==> src/design/mme_pkg.sv <==
// ----------------------------------------------------------------------------
// mme_pkg
// Shared types, codes and constants of the matrix multiply engine.
// ----------------------------------------------------------------------------
package mme_pkg;

	localparam int MAX_DIM  = 8;
	localparam int DIM_W    = 3;
	localparam int CNT_W    = 4;
	localparam int ADDR_W   = 2 * DIM_W;
	localparam int DEPTH    = 2 ** ADDR_W;
	localparam int ELEM_W   = 32;
	localparam int PROD_W   = 2 * ELEM_W;
	localparam int ACC_W    = PROD_W + 3;
	localparam int FRAC_W   = 16;

	localparam logic signed [ELEM_W-1:0] ELEM_MAX = {1'b0, {(ELEM_W-1){1'b1}}};
	localparam logic signed [ELEM_W-1:0] ELEM_MIN = {1'b1, {(ELEM_W-1){1'b0}}};

	typedef enum logic [1:0] {
		OP_LOAD_A = 2'd0,
		OP_LOAD_B = 2'd1,
		OP_RUN    = 2'd2
	} op_e;

	typedef enum logic [1:0] {
		REG_A_ROWS = 2'd0,
		REG_A_COLS = 2'd1,
		REG_B_ROWS = 2'd2,
		REG_B_COLS = 2'd3
	} reg_idx_e;

	typedef enum logic [1:0] {
		ST_IDLE,
		ST_RUN,
		ST_DRAIN
	} state_e;

	typedef struct packed {
		logic [1:0]              op;
		logic [DIM_W-1:0]        row_index;
		logic [DIM_W-1:0]        col_index;
		logic signed [ELEM_W-1:0] element;
	} req_item_t;

	typedef struct packed {
		logic [DIM_W-1:0]        out_row;
		logic [DIM_W-1:0]        out_col;
		logic signed [ELEM_W-1:0] product_value;
		logic                    saturated;
		logic                    last;
	} rsp_item_t;

	// controller to datapath
	typedef struct packed {
		logic              wr_a;
		logic              wr_b;
		logic [ADDR_W-1:0] wr_addr;
		logic              issue;
		logic              first;
		logic              last_k;
		logic              zero;
		logic              last_el;
		logic [DIM_W-1:0]  row;
		logic [DIM_W-1:0]  col;
		logic [DIM_W-1:0]  k;
	} cmd_t;

	// datapath to controller
	typedef struct packed {
		logic adv;
		logic busy;
	} stat_t;

	function automatic logic [CNT_W-1:0] clamp_dim(input logic [CNT_W-1:0] v);
		logic [CNT_W-1:0] lim;
		lim = CNT_W'(MAX_DIM);
		return (v > lim) ? lim : v;
	endfunction

endpackage

==> src/design/mme_ctrl.sv <==
// ----------------------------------------------------------------------------
// mme_ctrl
// Configuration registers, load decode and the run sequencer that steps
// row, column and inner index of the product.
// ----------------------------------------------------------------------------
module mme_ctrl (
	input  logic                          clk,
	input  logic                          arst_n,
	input  logic                          req_valid,
	output logic                          req_ready,
	input  mme_pkg::req_item_t            req_item,
	input  logic                          cfg_valid,
	output logic                          cfg_ready,
	input  logic [1:0]                    cfg_index,
	input  logic [mme_pkg::CNT_W-1:0]     cfg_data,
	input  mme_pkg::stat_t                stat,
	output mme_pkg::cmd_t                 cmd
);

	mme_pkg::state_e state_q, state_d;

	logic [mme_pkg::CNT_W-1:0] a_rows_q, a_cols_q, b_rows_q, b_cols_q;
	logic [mme_pkg::CNT_W-1:0] ar, ac, br, bc, inner;
	logic [mme_pkg::DIM_W-1:0] r_q, c_q, k_q;
	logic zero_mode, last_k, last_c, last_r, req_fire, run_go;

	always_comb begin
		ar        = mme_pkg::clamp_dim(a_rows_q);
		ac        = mme_pkg::clamp_dim(a_cols_q);
		br        = mme_pkg::clamp_dim(b_rows_q);
		bc        = mme_pkg::clamp_dim(b_cols_q);
		// mismatch or empty inner dimension: one step with a forced zero product
		zero_mode = (ac != br) || (ac == '0);
		inner     = zero_mode ? mme_pkg::CNT_W'(1) : ac;
		last_k    = ({1'b0, k_q} + mme_pkg::CNT_W'(1)) == inner;
		last_c    = ({1'b0, c_q} + mme_pkg::CNT_W'(1)) == bc;
		last_r    = ({1'b0, r_q} + mme_pkg::CNT_W'(1)) == ar;
		req_fire  = req_valid && req_ready;
		run_go    = req_fire && (req_item.op == mme_pkg::OP_RUN) &&
		            (ar != '0) && (bc != '0);
	end

	// next state
	always_comb begin
		state_d = state_q;
		unique case (state_q)
			mme_pkg::ST_IDLE: begin
				if (run_go) state_d = mme_pkg::ST_RUN;
			end
			mme_pkg::ST_RUN: begin
				if (stat.adv && last_k && last_c && last_r) state_d = mme_pkg::ST_DRAIN;
			end
			mme_pkg::ST_DRAIN: begin
				if (!stat.busy) state_d = mme_pkg::ST_IDLE;
			end
			default: state_d = mme_pkg::ST_IDLE;
		endcase
	end

	// outputs
	always_comb begin
		req_ready   = (state_q == mme_pkg::ST_IDLE);
		cfg_ready   = 1'b1;
		cmd.wr_a    = req_fire && (req_item.op == mme_pkg::OP_LOAD_A) &&
		              ({1'b0, req_item.row_index} < ar) && ({1'b0, req_item.col_index} < ac);
		cmd.wr_b    = req_fire && (req_item.op == mme_pkg::OP_LOAD_B) &&
		              ({1'b0, req_item.row_index} < br) && ({1'b0, req_item.col_index} < bc);
		cmd.wr_addr = {req_item.row_index, req_item.col_index};
		cmd.issue   = (state_q == mme_pkg::ST_RUN) && stat.adv;
		cmd.first   = (k_q == '0);
		cmd.last_k  = last_k;
		cmd.zero    = zero_mode;
		cmd.last_el = last_k && last_c && last_r;
		cmd.row     = r_q;
		cmd.col     = c_q;
		cmd.k       = k_q;
	end

	always_ff @(posedge clk or negedge arst_n) begin
		if (!arst_n) begin
			state_q <= mme_pkg::ST_IDLE;
		end else begin
			state_q <= state_d;
		end
	end

	// step inner index, then column, then row
	always_ff @(posedge clk or negedge arst_n) begin
		if (!arst_n) begin
			r_q <= '0;
			c_q <= '0;
			k_q <= '0;
		end else if (run_go) begin
			r_q <= '0;
			c_q <= '0;
			k_q <= '0;
		end else if (cmd.issue) begin
			if (last_k) begin
				k_q <= '0;
				if (last_c) begin
					c_q <= '0;
					r_q <= r_q + mme_pkg::DIM_W'(1);
				end else begin
					c_q <= c_q + mme_pkg::DIM_W'(1);
				end
			end else begin
				k_q <= k_q + mme_pkg::DIM_W'(1);
			end
		end
	end

	always_ff @(posedge clk or negedge arst_n) begin
		if (!arst_n) begin
			a_rows_q <= mme_pkg::CNT_W'(8);
			a_cols_q <= mme_pkg::CNT_W'(8);
			b_rows_q <= mme_pkg::CNT_W'(8);
			b_cols_q <= mme_pkg::CNT_W'(8);
		end else if (cfg_valid && cfg_ready) begin
			unique case (mme_pkg::reg_idx_e'(cfg_index))
				mme_pkg::REG_A_ROWS: a_rows_q <= cfg_data;
				mme_pkg::REG_A_COLS: a_cols_q <= cfg_data;
				mme_pkg::REG_B_ROWS: b_rows_q <= cfg_data;
				mme_pkg::REG_B_COLS: b_cols_q <= cfg_data;
				default: ;
			endcase
		end
	end

`ifndef NO_ASSERTIONS
	a_k_in_range: assert property (@(posedge clk) disable iff (!arst_n)
		(state_q == mme_pkg::ST_RUN) |-> ({1'b0, k_q} < inner))
		else $error("inner index beyond inner dimension");

	a_run_starts: assert property (@(posedge clk) disable iff (!arst_n)
		run_go |=> (state_q == mme_pkg::ST_RUN) && (r_q == '0) && (c_q == '0) && (k_q == '0))
		else $error("run did not start from the first element");
`endif

endmodule

==> config.mk <==
export PLATFORM = sky130hd
export DESIGN_NAME = mme_ctrl
export DESIGN_NICKNAME = d
export VERILOG_FILES = /design/src/design/mme_pkg.sv /design/src/design/mme_ctrl.sv
export SDC_FILE = /design/constraint.sdc
export NUM_CORES = 1
export LEC_CHECK = 0
export ABC_AREA = 1
export BUFFER_PORTS_ARGS = -buffer_cell sky130_fd_sc_hd__buf_2
export CORE_ASPECT_RATIO = 0.75
export CORE_MARGIN = 5
export CORE_UTILIZATION = 24
export CTS_BUF_LIST = sky130_fd_sc_hd__clkbuf_8
export CTS_CLUSTER_SIZE = 40
export DETAILED_ROUTE_END_ITERATION = 10
export HOLD_SLACK_MARGIN = 0.12
export PLACE_DENSITY_LB_ADDON = 0.1
export SKIP_CTS_REPAIR_TIMING = 1
export SLEW_MARGIN = 10
export SYNTH_ARGS = -nofsm -noshare
export SYNTH_HDL_FRONTEND = slang
export SYNTH_SLANG_ARGS = --single-unit
==> constraint.sdc <==
create_clock -name clk -period 1.8 [get_ports clk]
set_clock_uncertainty 0.1 [all_clocks]
set_input_delay 0.09 -clock clk [delete_from_list [all_inputs] [get_ports clk]]
set_output_delay 0.09 -clock clk [all_outputs]
set_load 0.02 [all_outputs]
* Word level (Yosys, flattened, before mapping)
Index checks and enable logic that the tools add are counted.
Storage, ports and cells: register bits 27, output and inout bits 24
Cells by class: add/sub/neg operators 6, mux-type cells 20, order comparisons 8, reduce and logical (&&, ||, !) cells 34, equality and inequality tests 14
Operators by type and width (number):
- 2-to-1 mux 3 bit | 11
- 2-to-1 mux 4 bit | 5
- > comparator 4 bit, second input constant | 4
- logical AND 1 bit | 16
- less-than comparator 3 x 4 -> 1 bit | 4
- adder 3 x 1 -> 4 bit, second input constant | 3
- == test 4 bit | 3
- AND reduction 2 bit | 5
- adder 3 x 1 -> 3 bit, second input constant | 3
- == test 2 bit, second input constant | 4
- nonzero test 4 bit | 2
- == test 2 x 1 -> 1 bit, second input constant | 3
- zero test 2 bit | 3
- 2-to-1 mux 2 bit | 3
- case mux 2 bit (3 select lines) | 1
- AND reduction 3 bit | 2
- nonzero test 2 bit | 3
- zero test 4 bit | 1
- inequality test 2 bit, second input constant | 2
- inequality test 4 bit | 1
- zero test 3 bit | 1
- inequality test 2 x 1 -> 1 bit, second input constant | 1
- logical OR 1 bit | 1

* Longest topological paths before layout
Gate-level depths: netlist (run 1).
word-level depth 11, gate-level depth with buffers 15

* Least setup slack after synthesis (run 1)
Ideal clock, no wire load.
kind reg2out, start point register a_cols_q[3] (netlist bit), end point output port cmd[21] (netlist bit), required time 1.610 ns, setup slack -0.286 ns, stages on the path, launching flop included 9, data arrival time 1.896 ns, cell sequence dfstp_2 > nor2_1 > inv_1 > ha_1 > o21ai_0 > a21boi_0 > o21ai_0 > o21ai_0 > nor4_1
RTL lines:
- start, declared | line mme_ctrl.sv:22 | logic [mme_pkg::CNT_W-1:0] a_rows_q, a_cols_q, b_rows_q, b_cols_q;
- start signal, assigned | line mme_ctrl.sv:115 | a_cols_q <= mme_pkg::CNT_W'(8);
- start signal, assigned | line mme_ctrl.sv:121 | mme_pkg::REG_A_COLS: a_cols_q <= cfg_data;
- end, declared | line mme_ctrl.sv:17 | output mme_pkg::cmd_t cmd

==> results.yml, run 1 <==
finish:
  fin_util_pct: 38.0
  fill_cells: 872
  num_antenna_cells: 0
  area_growth_pct: 52.3
  multi_input_area_um2: 1260
  nets: 447
  register_area_um2: 684
  drive_gt1_share_pct: 42.9
synth:
  netlist_area_um2: 1990
  synthFlopType: "dfrtp_1"
  synth_nets: 344
  ys_seq_area_share_pct: 34.2
  synth_area_leader_cell: "dfrtp_1"
  synth_most_common_cell: "nand2_1"
  synth.area.top_cells: "dfrtp_1 (29%), nand2_1 (13%), inv_1 (7.7%)"
  async_flop_share_pct: 100
  syn_area_per_cell_um2: 7.11
  synth_warnings: 0
  synth_cell_types: 27
  synth_top_area_share_pct: 28.9
  syn_inst: 280
  synth_edf_count: 0
  synth-seq-cells: 27
  synthTopCellsByCount: "nand2_1 (70), inv_1 (41), o21ai_0 (24)"
grt:
  grt_pass1_vias: 1992
  top_usage_layer: "met2"
  met2_usage_pct: 19.5
  grt_usage_pct: 11.9
  grt_start_max_net_pins: 28
  grt_first_pass_wirelength_mm: 9.62
  gr-usage-met1_pct: 16.9
  use_met3_pct: 2.19
  antenna_found_initial: 0
  gr-total-overflow: 0
power_and_ir_drop:
  p_leak_uw: 0.00160
  p_comb_share_pct: 67.1
  seqPwrFrac_pct: 23.7
  switching_share_pct: 45.7
  switching_power_uw: 1730
  p_int_uw: 2050
  clkPwrFrac_pct: 9.3
  p_per_area_nw_per_um2: 1250
  irDropWorstVdd_uv: 554
timing:
  rsz0062_at_grt: "true"
  relSlewSlack_pct: 57.0
  tns_ps: -5930
  setup_ws_ps: -588
  finalHoldViolCount: 0
  fin_crit_ps: 2390
  worstMarginPinSlew_ps: 644
  period_share_pct: 133
  fmax_mhz: 419
  final-setup-viol-count: 16
  holdWs_ps: 170
  final_max_slew_viol_count: 0
clock_network:
  clkSinkCount: 27
  clk_path_buf_depth: 2
  clock_latency_ps: 270
  cts_max_level: 1
  cts-root-buf: "clkbuf_8"
  path_clk_slew_ps: 100
  cts_tree: "built"
  numCtsBuffers: 3
setup_path:
  startpoint_type: "register"
  crit_chain: "buf_6, nand2_1, a21oi_4, nand4_4, nand2_2, nand2_2, nor2_4, nand3_4, nor3_4, buf_6"
  reg2reg_from: "a_cols_q[3]$_DFFE_PN1P_"
  path_max_fanout: 5
  ff2ff_path_depth: 13
  cpMaxStageDelayCell: "dfstp_2"
  required_ps: 1610
  rr_endpoint: "c_q[0]$_DFFE_PN0P_"
  crit_type: "reg2out"
  endpoint_kind: "primary output"
  r2r_slack_ps: -410
  arrival_ps: 2200
  cpPeakStageDelay_ps: 590
worst_hold_path:
  min_to: "a_cols_q[3]$_DFFE_PN1P_"
  hp-class: "in2reg"
  hold_start: "cfg_valid"
  min_path_cells: 3
die:
  die_y_um: 88.9
  die_area_um2: 10200
  fp.coreArea_um2: 7990
  initial_utilization_pct: 24.9
  pin_count: 76
  rows: 28
  die_w_um: 115
run:
  drv_cap: 0
placed_design:
  dp_hpwl_mm: 4.94
  gp_congestion: 0.814
  port_buffers: 42
run_status:
  failed_checks: "setup timing"
  status: "finished, violations left"
routing:
  ant_nets: 0
  wl_per_cell_um: 12.3
  via_per_inst: 4.22
  firstDrtPassIters: 4
  initialDrtViolationCount: 57
  routed_wl_mm: 6.01
  drc: 0
  vias: 2056
logic make-up after synthesis:
logic type	Yosys count	share of synthesized area (%)
AO/OA/AOI/OAI	37	10.3
buffers and inverters	54	11.9
adder cells (fa/ha/maj)	12	7.54
AND/OR/NAND/NOR	139	31.5
flip-flops	27	34.2
XOR/XNOR	10	4.40
other	1	0.188
metrics by stage:
stage	cells	setup slack, ps	total power [uW]	cell area, um2
after floorplan	280	-75.9	2220	2030
after global placement	467	-273	3050	2670
after detailed placement	467	-288	3050	2670
after CTS	471	-598	3420	2720
after global routing	487	-729	4150	3030
final	487	-588	3780	3030
registers in the layout, summed over array words and instances (netlist names):
name / count
a_rows_q: 4
k_q: 3
r_q: 3
c_q: 3
state_q: 2
b_rows_q: 4
b_cols_q: 4
a_cols_q: 4
placed cells by master, fill, tap and decap left out, drive strengths merged, types with 3 or more instances in the layout:
cell type and instances:
nand3 19, nor4 3, xnor2 4, nand2 75, dlygate4sd3 7, inv 46
nor2 29, dfstp 4, nand4 9, buf 100, a21oi 6, o21ai 28
ha 12, xor2 6, clkbuf 3, dfrtp 23
per-layer routing:
layer / part of all wire [%] / up-vias
li1: - / 1092
met1: 51 / 935
met2: 45 / 27
met3: 3.8 / 2
met4: 0.35 / 0
met5: 0 / -
power by group through the flow:
stage                     Sequential [uW]  Combinational [uW]  Clock [uW]
after floorplan                      1040                1190           0
after global placement                907                2140           0
after detailed placement              907                2140           0
after CTS                             895                2150         374
after global routing                  919                2840         393
final                                 894                2530         350
area by class of cell:
| class | count | area share (%) |
|---|---|---|
| flip-flops and latches | 27 | 22.6 |
| well taps | 105 | 4.33 |
| clock inverters | 1 | 0.124 |
| repair buffers | 107 | 24.5 |
| multi-input cells | 199 | 41.5 |
| inverters | 45 | 5.57 |
| clock buffers | 3 | 1.36 |
critical path, delay by kind of cell (launching register included):
kind | cells | cell delay (ps)
compound gates | 1 | 240
buf+inv | 2 | 260
flops | 1 | 590
simple gates | 7 | 830
how the worst max path moves through the flow:
| stage | start | end | cells after the start |
|---|---|---|---|
| after floorplan | a_cols_q[3]$_DFFE_PN1P_ | c_q[1]$_DFFE_PN0P_ | 13 |
| after global placement | a_cols_q[3]$_DFFE_PN1P_ | cmd[21] | 9 |
| after detailed placement | a_cols_q[3]$_DFFE_PN1P_ | c_q[1]$_DFFE_PN0P_ | 15 |
| after CTS | a_cols_q[3]$_DFFE_PN1P_ | cmd[21] | 9 |
| after global routing | a_cols_q[3]$_DFFE_PN1P_ | cmd[9] | 12 |
| final | a_cols_q[3]$_DFFE_PN1P_ | cmd[9] | 10 |
No activity file was read; power rests on OpenSTA's default activity.
==> run 2: changes to the inputs <==
--- a/config.mk
+++ b/config.mk
@@ -14,7 +14,7 @@
 export CTS_CLUSTER_SIZE = 40
 export DETAILED_ROUTE_END_ITERATION = 10
 export HOLD_SLACK_MARGIN = 0.12
-export PLACE_DENSITY_LB_ADDON = 0.1
+export PLACE_DENSITY_LB_ADDON = 0.25
 export SKIP_CTS_REPAIR_TIMING = 1
 export SLEW_MARGIN = 10
 export SYNTH_ARGS = -nofsm -noshare
==> run 2 against run 1 <==
The flow still finishes with violations (setup timing). Count of clock-buffer cells in the layout did not move. Register-to-register slack got worse by 20 ps. Maximum frequency rose by 3.6%. Core utilization rose by 0.16 points. Wire length fell by 5.7%. Critical path type unchanged. Hold slack got worse by 27 ps. Non-clock buffer count fell by 7. Sequential share of layout area fell by 0.093 points. Critical path depth rose by 1. Clock power rose by 8.0%. Final area rose by 0.41%. Via count fell by 0.63%.
==> results.yml, run 2 (synthesis results as in run 1) <==
grt:
  grt_start_max_net_pins: 28
  grt_first_pass_wirelength_mm: 8.99
  grt_pass1_vias: 1921
  grt_usage_pct: 10.9
  antenna_found_initial: 0
  gr-total-overflow: 0
finish:
  num_antenna_cells: 0
  area_growth_pct: 52.9
  nets: 440
  layout_common_cells: "nand2_1 (56), buf_4 (46), inv_1 (39)"
  fin_cells: 480
  final_common_cell: "nand2_1"
  finish.instance_area_um2: 3040
  drive_gt1_share_pct: 43.2
clock_network:
  cts_max_level: 1
  cts-root-buf: "clkbuf_8"
  cts_tree: "built"
  path_clk_slew_ps: 120
  clock_latency_ps: 290
  clk_path_buf_depth: 2
  clkSinkCount: 27
  numCtsBuffers: 3
routing:
  drc: 0
  wl_met3_um: 123
  wl_met2_mm: 2.73
  wl_met1_mm: 2.78
  firstDrtPassIters: 4
  ant_nets: 0
  initialDrtViolationCount: 76
  wl_per_cell_um: 11.8
  routed_wl_mm: 5.66
  via_per_inst: 4.26
  vias: 2043
  highest_layer: "met4"
timing:
  worstMarginPinSlew_ps: 651
  fmax_mhz: 434
  final-setup-viol-count: 16
  relSlewSlack_pct: 56.6
  finalHoldViolCount: 0
  holdWs_ps: 143
  setup_ws_ps: -505
  final_max_slew_viol_count: 0
  period_share_pct: 128
  fin_crit_ps: 2310
  rsz0062_at_grt: "true"
worst_hold_path:
  hp-class: "in2reg"
  hold_start: "cfg_valid"
power_and_ir_drop:
  p_leak_uw: 0.00159
  irDropWorstVdd_uv: 773
  p_per_area_nw_per_um2: 1300
setup_path:
  critical_path.startpoint: "a_cols_q[3]$_DFFE_PN1P_"
  crit_type: "reg2out"
  arrival_ps: 2120
  reg2reg_from: "a_cols_q[3]$_DFFE_PN1P_"
  cpMaxStageDelayCell: "dfstp_2"
  path_max_fanout: 6
  crit_chain: "inv_2, nand2_2, nor2_1, nor2_2, inv_2, nand4_4, nor2_1, nor2_4, nand3_4, nor3_4, buf_6"
  cp_top_family: "simple AND/OR/NAND/NOR gates"
  required_ps: 1610
  cpPeakStageDelay_ps: 640
  endpoint_kind: "primary output"
  cp_num_buf_inv: 3
  startpoint_type: "register"
run_status:
  failed_checks: "setup timing"
  status: "finished, violations left"
placed_design:
  port_buffers: 42
  dp_hpwl_mm: 4.46
  placed_cells: 462
  dpl_cell_area_um2: 2650
  gp_congestion: 0.788
die:
  die_w_um: 115
  rows: 28
  die_area_um2: 10200
  die_y_um: 88.9
  fp.coreArea_um2: 7990
  initial_utilization_pct: 24.9
  pin_count: 76
run:
  drv_cap: 0
[run 2: cell count changes in the layout (fill, tap and decap cells not counted), moves of 2 or more]
cell	change
nor2_2	-2
nand2_2	+3
buf_4	-13
nor2_1	+2
nand2_1	-4
o21ai_1	-3
buf_6	+4
o21ai_0	+2
[run 2: worst register-to-register path: stages (launching register included)]
cell and delay (ps):
dfstp_2 640, inv_2 70, nand2_2 80, nor2_1 60, nor2_2 200, inv_2 80
nand4_4 100, nor2_1 70, nor2_4 130, nand3_4 120, buf_6 140, buf_6 100
buf_6 110, nand3_4 60, o21ai_0 80
[run 2: worst paths after layout]
check / endpoint / slack (ps) / cells past startpoint
max: cmd[9] / -510 / 11
max reg2reg: k_q[2]$_DFFE_PN0P_ / -430 / 14
min: a_cols_q[3]$_DFFE_PN1P_ / 140 / 3
min reg2reg: a_rows_q[3]$_DFFE_PN1P_ / 420 / 2
max in group asynchronous: c_q[0]$_DFFE_PN0P_ / 890 / 2
min in group asynchronous: state_q[0]$_DFFE_PN0P_ / 240 / 2
[run 2: metrics by stage]
stage	total power (uW)	setup WS, ps	utilization [%]	TNS, ps
after floorplan	2220	-75.9	-	-377
after global placement	3000	-255	33.2	-2920
after global routing	4270	-663	38.1	-8260
after detailed placement	3010	-296	33.2	-3110
final	3940	-505	38.1	-5950
after CTS	3400	-558	33.7	-5010
[run 2: final cells by class]
| class | count | area [um2] |
|---|---|---|
| clock buffer | 3 | 41.3 |
| tap | 105 | 131 |
| clock inverter | 1 | 5.00 |
| sequential | 27 | 684 |
| fill | 849 | 4940 |
| multi-input combinational | 199 | 1290 |
| inverter | 45 | 171 |
| timing repair buffer | 100 | 716 |
[run 2: report_power, final]
part	internal (uW)	switching [uW]	leakage [uW]	total (uW)
logic	1200	1460	0.00124	2660
clock network	156	222	0.0000255	378
registers	774	126	0.000328	900
total	2130	1810	0.00159	3940
[run 2: per-layer routing]
metal  vias up  track usage (%)
met4         0             1.17
met1       940             15.1
li1       1081                -
met5         -                0
met2        16             18.0
met3         6             2.32
==> run 3: changes to the inputs <==
--- a/config.mk
+++ b/config.mk
@@ -13,8 +13,10 @@
 export CTS_BUF_LIST = sky130_fd_sc_hd__clkbuf_8
 export CTS_CLUSTER_SIZE = 40
 export DETAILED_ROUTE_END_ITERATION = 10
+export GPL_TIMING_DRIVEN = 0
 export HOLD_SLACK_MARGIN = 0.12
 export PLACE_DENSITY_LB_ADDON = 0.25
+export SETUP_SLACK_MARGIN = 0.3
 export SKIP_CTS_REPAIR_TIMING = 1
 export SLEW_MARGIN = 10
 export SYNTH_ARGS = -nofsm -noshare
==> constraint.sdc (replaced) <==
create_clock -name clk -period 1.8 [get_ports clk]
set_clock_uncertainty 0.1 [all_clocks]
set_input_delay 0.09 -clock clk [delete_from_list [all_inputs] [get_ports clk]]
set_output_delay 0.09 -clock clk [all_outputs]
set_load 0.01 [all_outputs]
==> run 3 against run 2 <==
The flow still finishes with violations (setup timing). Combinational power down 20%. First-iteration DRC count down 28%. Power down 13%. Die area unchanged. Final area down 9.0%. Hold slack worse by 36 ps. Count of clock-buffer cells in the layout unchanged. Critical path depth down 2. Register-to-register slack about the same. Wire length down 3.8%. Setup slack worse by 55 ps. Sequential share of layout area up 2.2 points. Critical path type unchanged. Critical endpoint unchanged.
==> results.yml, run 3 (synthesis results as in run 1) <==
die:
  fp.coreArea_um2: 7990
  die_w_um: 115
  pin_count: 76
  die_y_um: 88.9
  rows: 28
  die_area_um2: 10200
  initial_utilization_pct: 24.9
placed_design:
  dp_hpwl_mm: 4.28
  port_buffers: 42
  gp_congestion: 0.760
  dpl_cell_area_um2: 2360
routing:
  wl_per_cell_um: 12.0
  drc: 0
  ant_nets: 0
  via_per_inst: 4.32
  routed_wl_mm: 5.45
  initialDrtViolationCount: 55
  vias: 1963
  firstDrtPassIters: 4
power_and_ir_drop:
  irDropWorstVdd_uv: 568
  p_comb_share_pct: 61.4
  clkPwrFrac_pct: 10.4
  p_total_uw: 3450
  p_leak_uw: 0.00142
  seqPwrFrac_pct: 28.2
  switching_share_pct: 46.4
  switching_power_uw: 1600
  p_per_area_nw_per_um2: 1240
  p_int_uw: 1850
finish:
  area_growth_pct: 39.1
  layout_common_cells: "nand2_1 (58), buf_2 (41), inv_1 (38)"
  final_common_cell: "nand2_1"
  num_antenna_cells: 0
  fin_util_pct: 34.7
  finish.instance_area_um2: 2770
  drive_gt1_share_pct: 37.2
  nets: 414
  fill_cells: 881
timing:
  final-setup-viol-count: 16
  setup_ws_ps: -560
  relSlewSlack_pct: 58.1
  final_max_slew_viol_count: 0
  rsz0062_at_grt: "true"
  fmax_mhz: 424
  worstMarginPinSlew_ps: 628
  fin_crit_ps: 2360
  period_share_pct: 131
  finalHoldViolCount: 0
  tns_ps: -6220
clock_network:
  cts_max_level: 1
  clkSinkCount: 27
  clock_latency_ps: 280
  clk_path_buf_depth: 2
  path_clk_slew_ps: 100
  cts-root-buf: "clkbuf_8"
  cts_tree: "built"
  numCtsBuffers: 3
run:
  drv_cap: 0
grt:
  met2_usage_pct: 17.9
  top_usage_layer: "met2"
  gr-total-overflow: 0
  use_met3_pct: 2.19
  grt_start_max_net_pins: 28
  grt_usage_pct: 10.9
  gr-usage-met1_pct: 14.9
  grt_pass1_vias: 1802
  grt_first_pass_wirelength_mm: 8.83
  antenna_found_initial: 0
setup_path:
  startpoint_type: "register"
  r2r_slack_ps: -420
  path_max_fanout: 6
  crit_type: "reg2out"
  endpoint_kind: "primary output"
  required_ps: 1610
  arrival_ps: 2170
worst_hold_path:
  hp-class: "in2reg"
run_status:
  failed_checks: "setup timing"
  status: "finished, violations left"
==> run 3: cell count changes in the layout (fill, tap and decap cells not counted), moves of 2 or more <==
cell     change
buf_4       -23
buf_6        -5
buf_2        +3
nand2_4      -3
ha_1         +2
ha_4         -2
inv_2        +2
nand2_1      +2
nand2_8      +2
nor3_2       +2
o21ai_2      -2
==> run 3: final timing paths <==
| kind | start | endpoint | cells past startpoint |
|---|---|---|---|
| min in group asynchronous | arst_n | r_q[2]$_DFFE_PN0P_ | 2 |
| worst max-delay path | a_cols_q[3]$_DFFE_PN1P_ | cmd[9] | 9 |
| max in group asynchronous | arst_n | c_q[0]$_DFFE_PN0P_ | 2 |
| worst min register to register | b_cols_q[2]$_DFFE_PN0P_ | b_cols_q[2]$_DFFE_PN0P_ | 2 |
| worst max register to register | a_cols_q[3]$_DFFE_PN1P_ | c_q[1]$_DFFE_PN0P_ | 12 |
| worst min-delay path | stat[1] | k_q[0]$_DFFE_PN0P_ | 5 |
==> run 3: power by group through the flow <==
stage | combinational (uW) | clock (uW) | sequential, uW
final | 2120 | 359 | 970
after global routing | 2380 | 404 | 995
after CTS | 1590 | 383 | 966
after detailed placement | 1580 | 0 | 977
after global placement | 1570 | 0 | 978
after floorplan | 1130 | 0 | 969
==> run 3: final cells by class <==
cell class / instances / area, um2 / area share (%)
plain buffers: 9 / 71.3 / 2.58
clock buffers: 3 / 41.3 / 1.49
clock inverters: 1 / 5.00 / 0.181
inverters: 45 / 169 / 6.10
multi-input cells: 199 / 1260 / 45.4
flip-flops and latches: 27 / 683 / 24.7
well taps: 105 / 131 / 4.74
repair buffers: 65 / 410 / 14.8
==> run 3: metrics by stage <==
step / setup slack [ps] / std cells / hold slack, ps
2_1_floorplan: -31.6 / 280 / -306
5_1_grt: -711 / 454 / 130
4_1_cts: -655 / 431 / -278
3_3_place_gp: -301 / 427 / 44.3
3_5_place_dp: -322 / 427 / 41.4
6_report: -560 / 454 / 107
==> run 3: critical path: stages (launching register included) <==
cell,delay [ps]
dfstp_2,640
nand2_1,130
a21oi_4,260
nand4_4,140
nand2_2,110
nand2_2,60
nor2_4,120
nand3_4,90
nor3_2,160
buf_2,150
==> run 3: metal layers <==
layer / routed length (um) / vias up
met5: 0 / -
met4: 45 / 0
met3: 182 / 4
met2: 2530 / 28
met1: 2690 / 899
li1: - / 1032
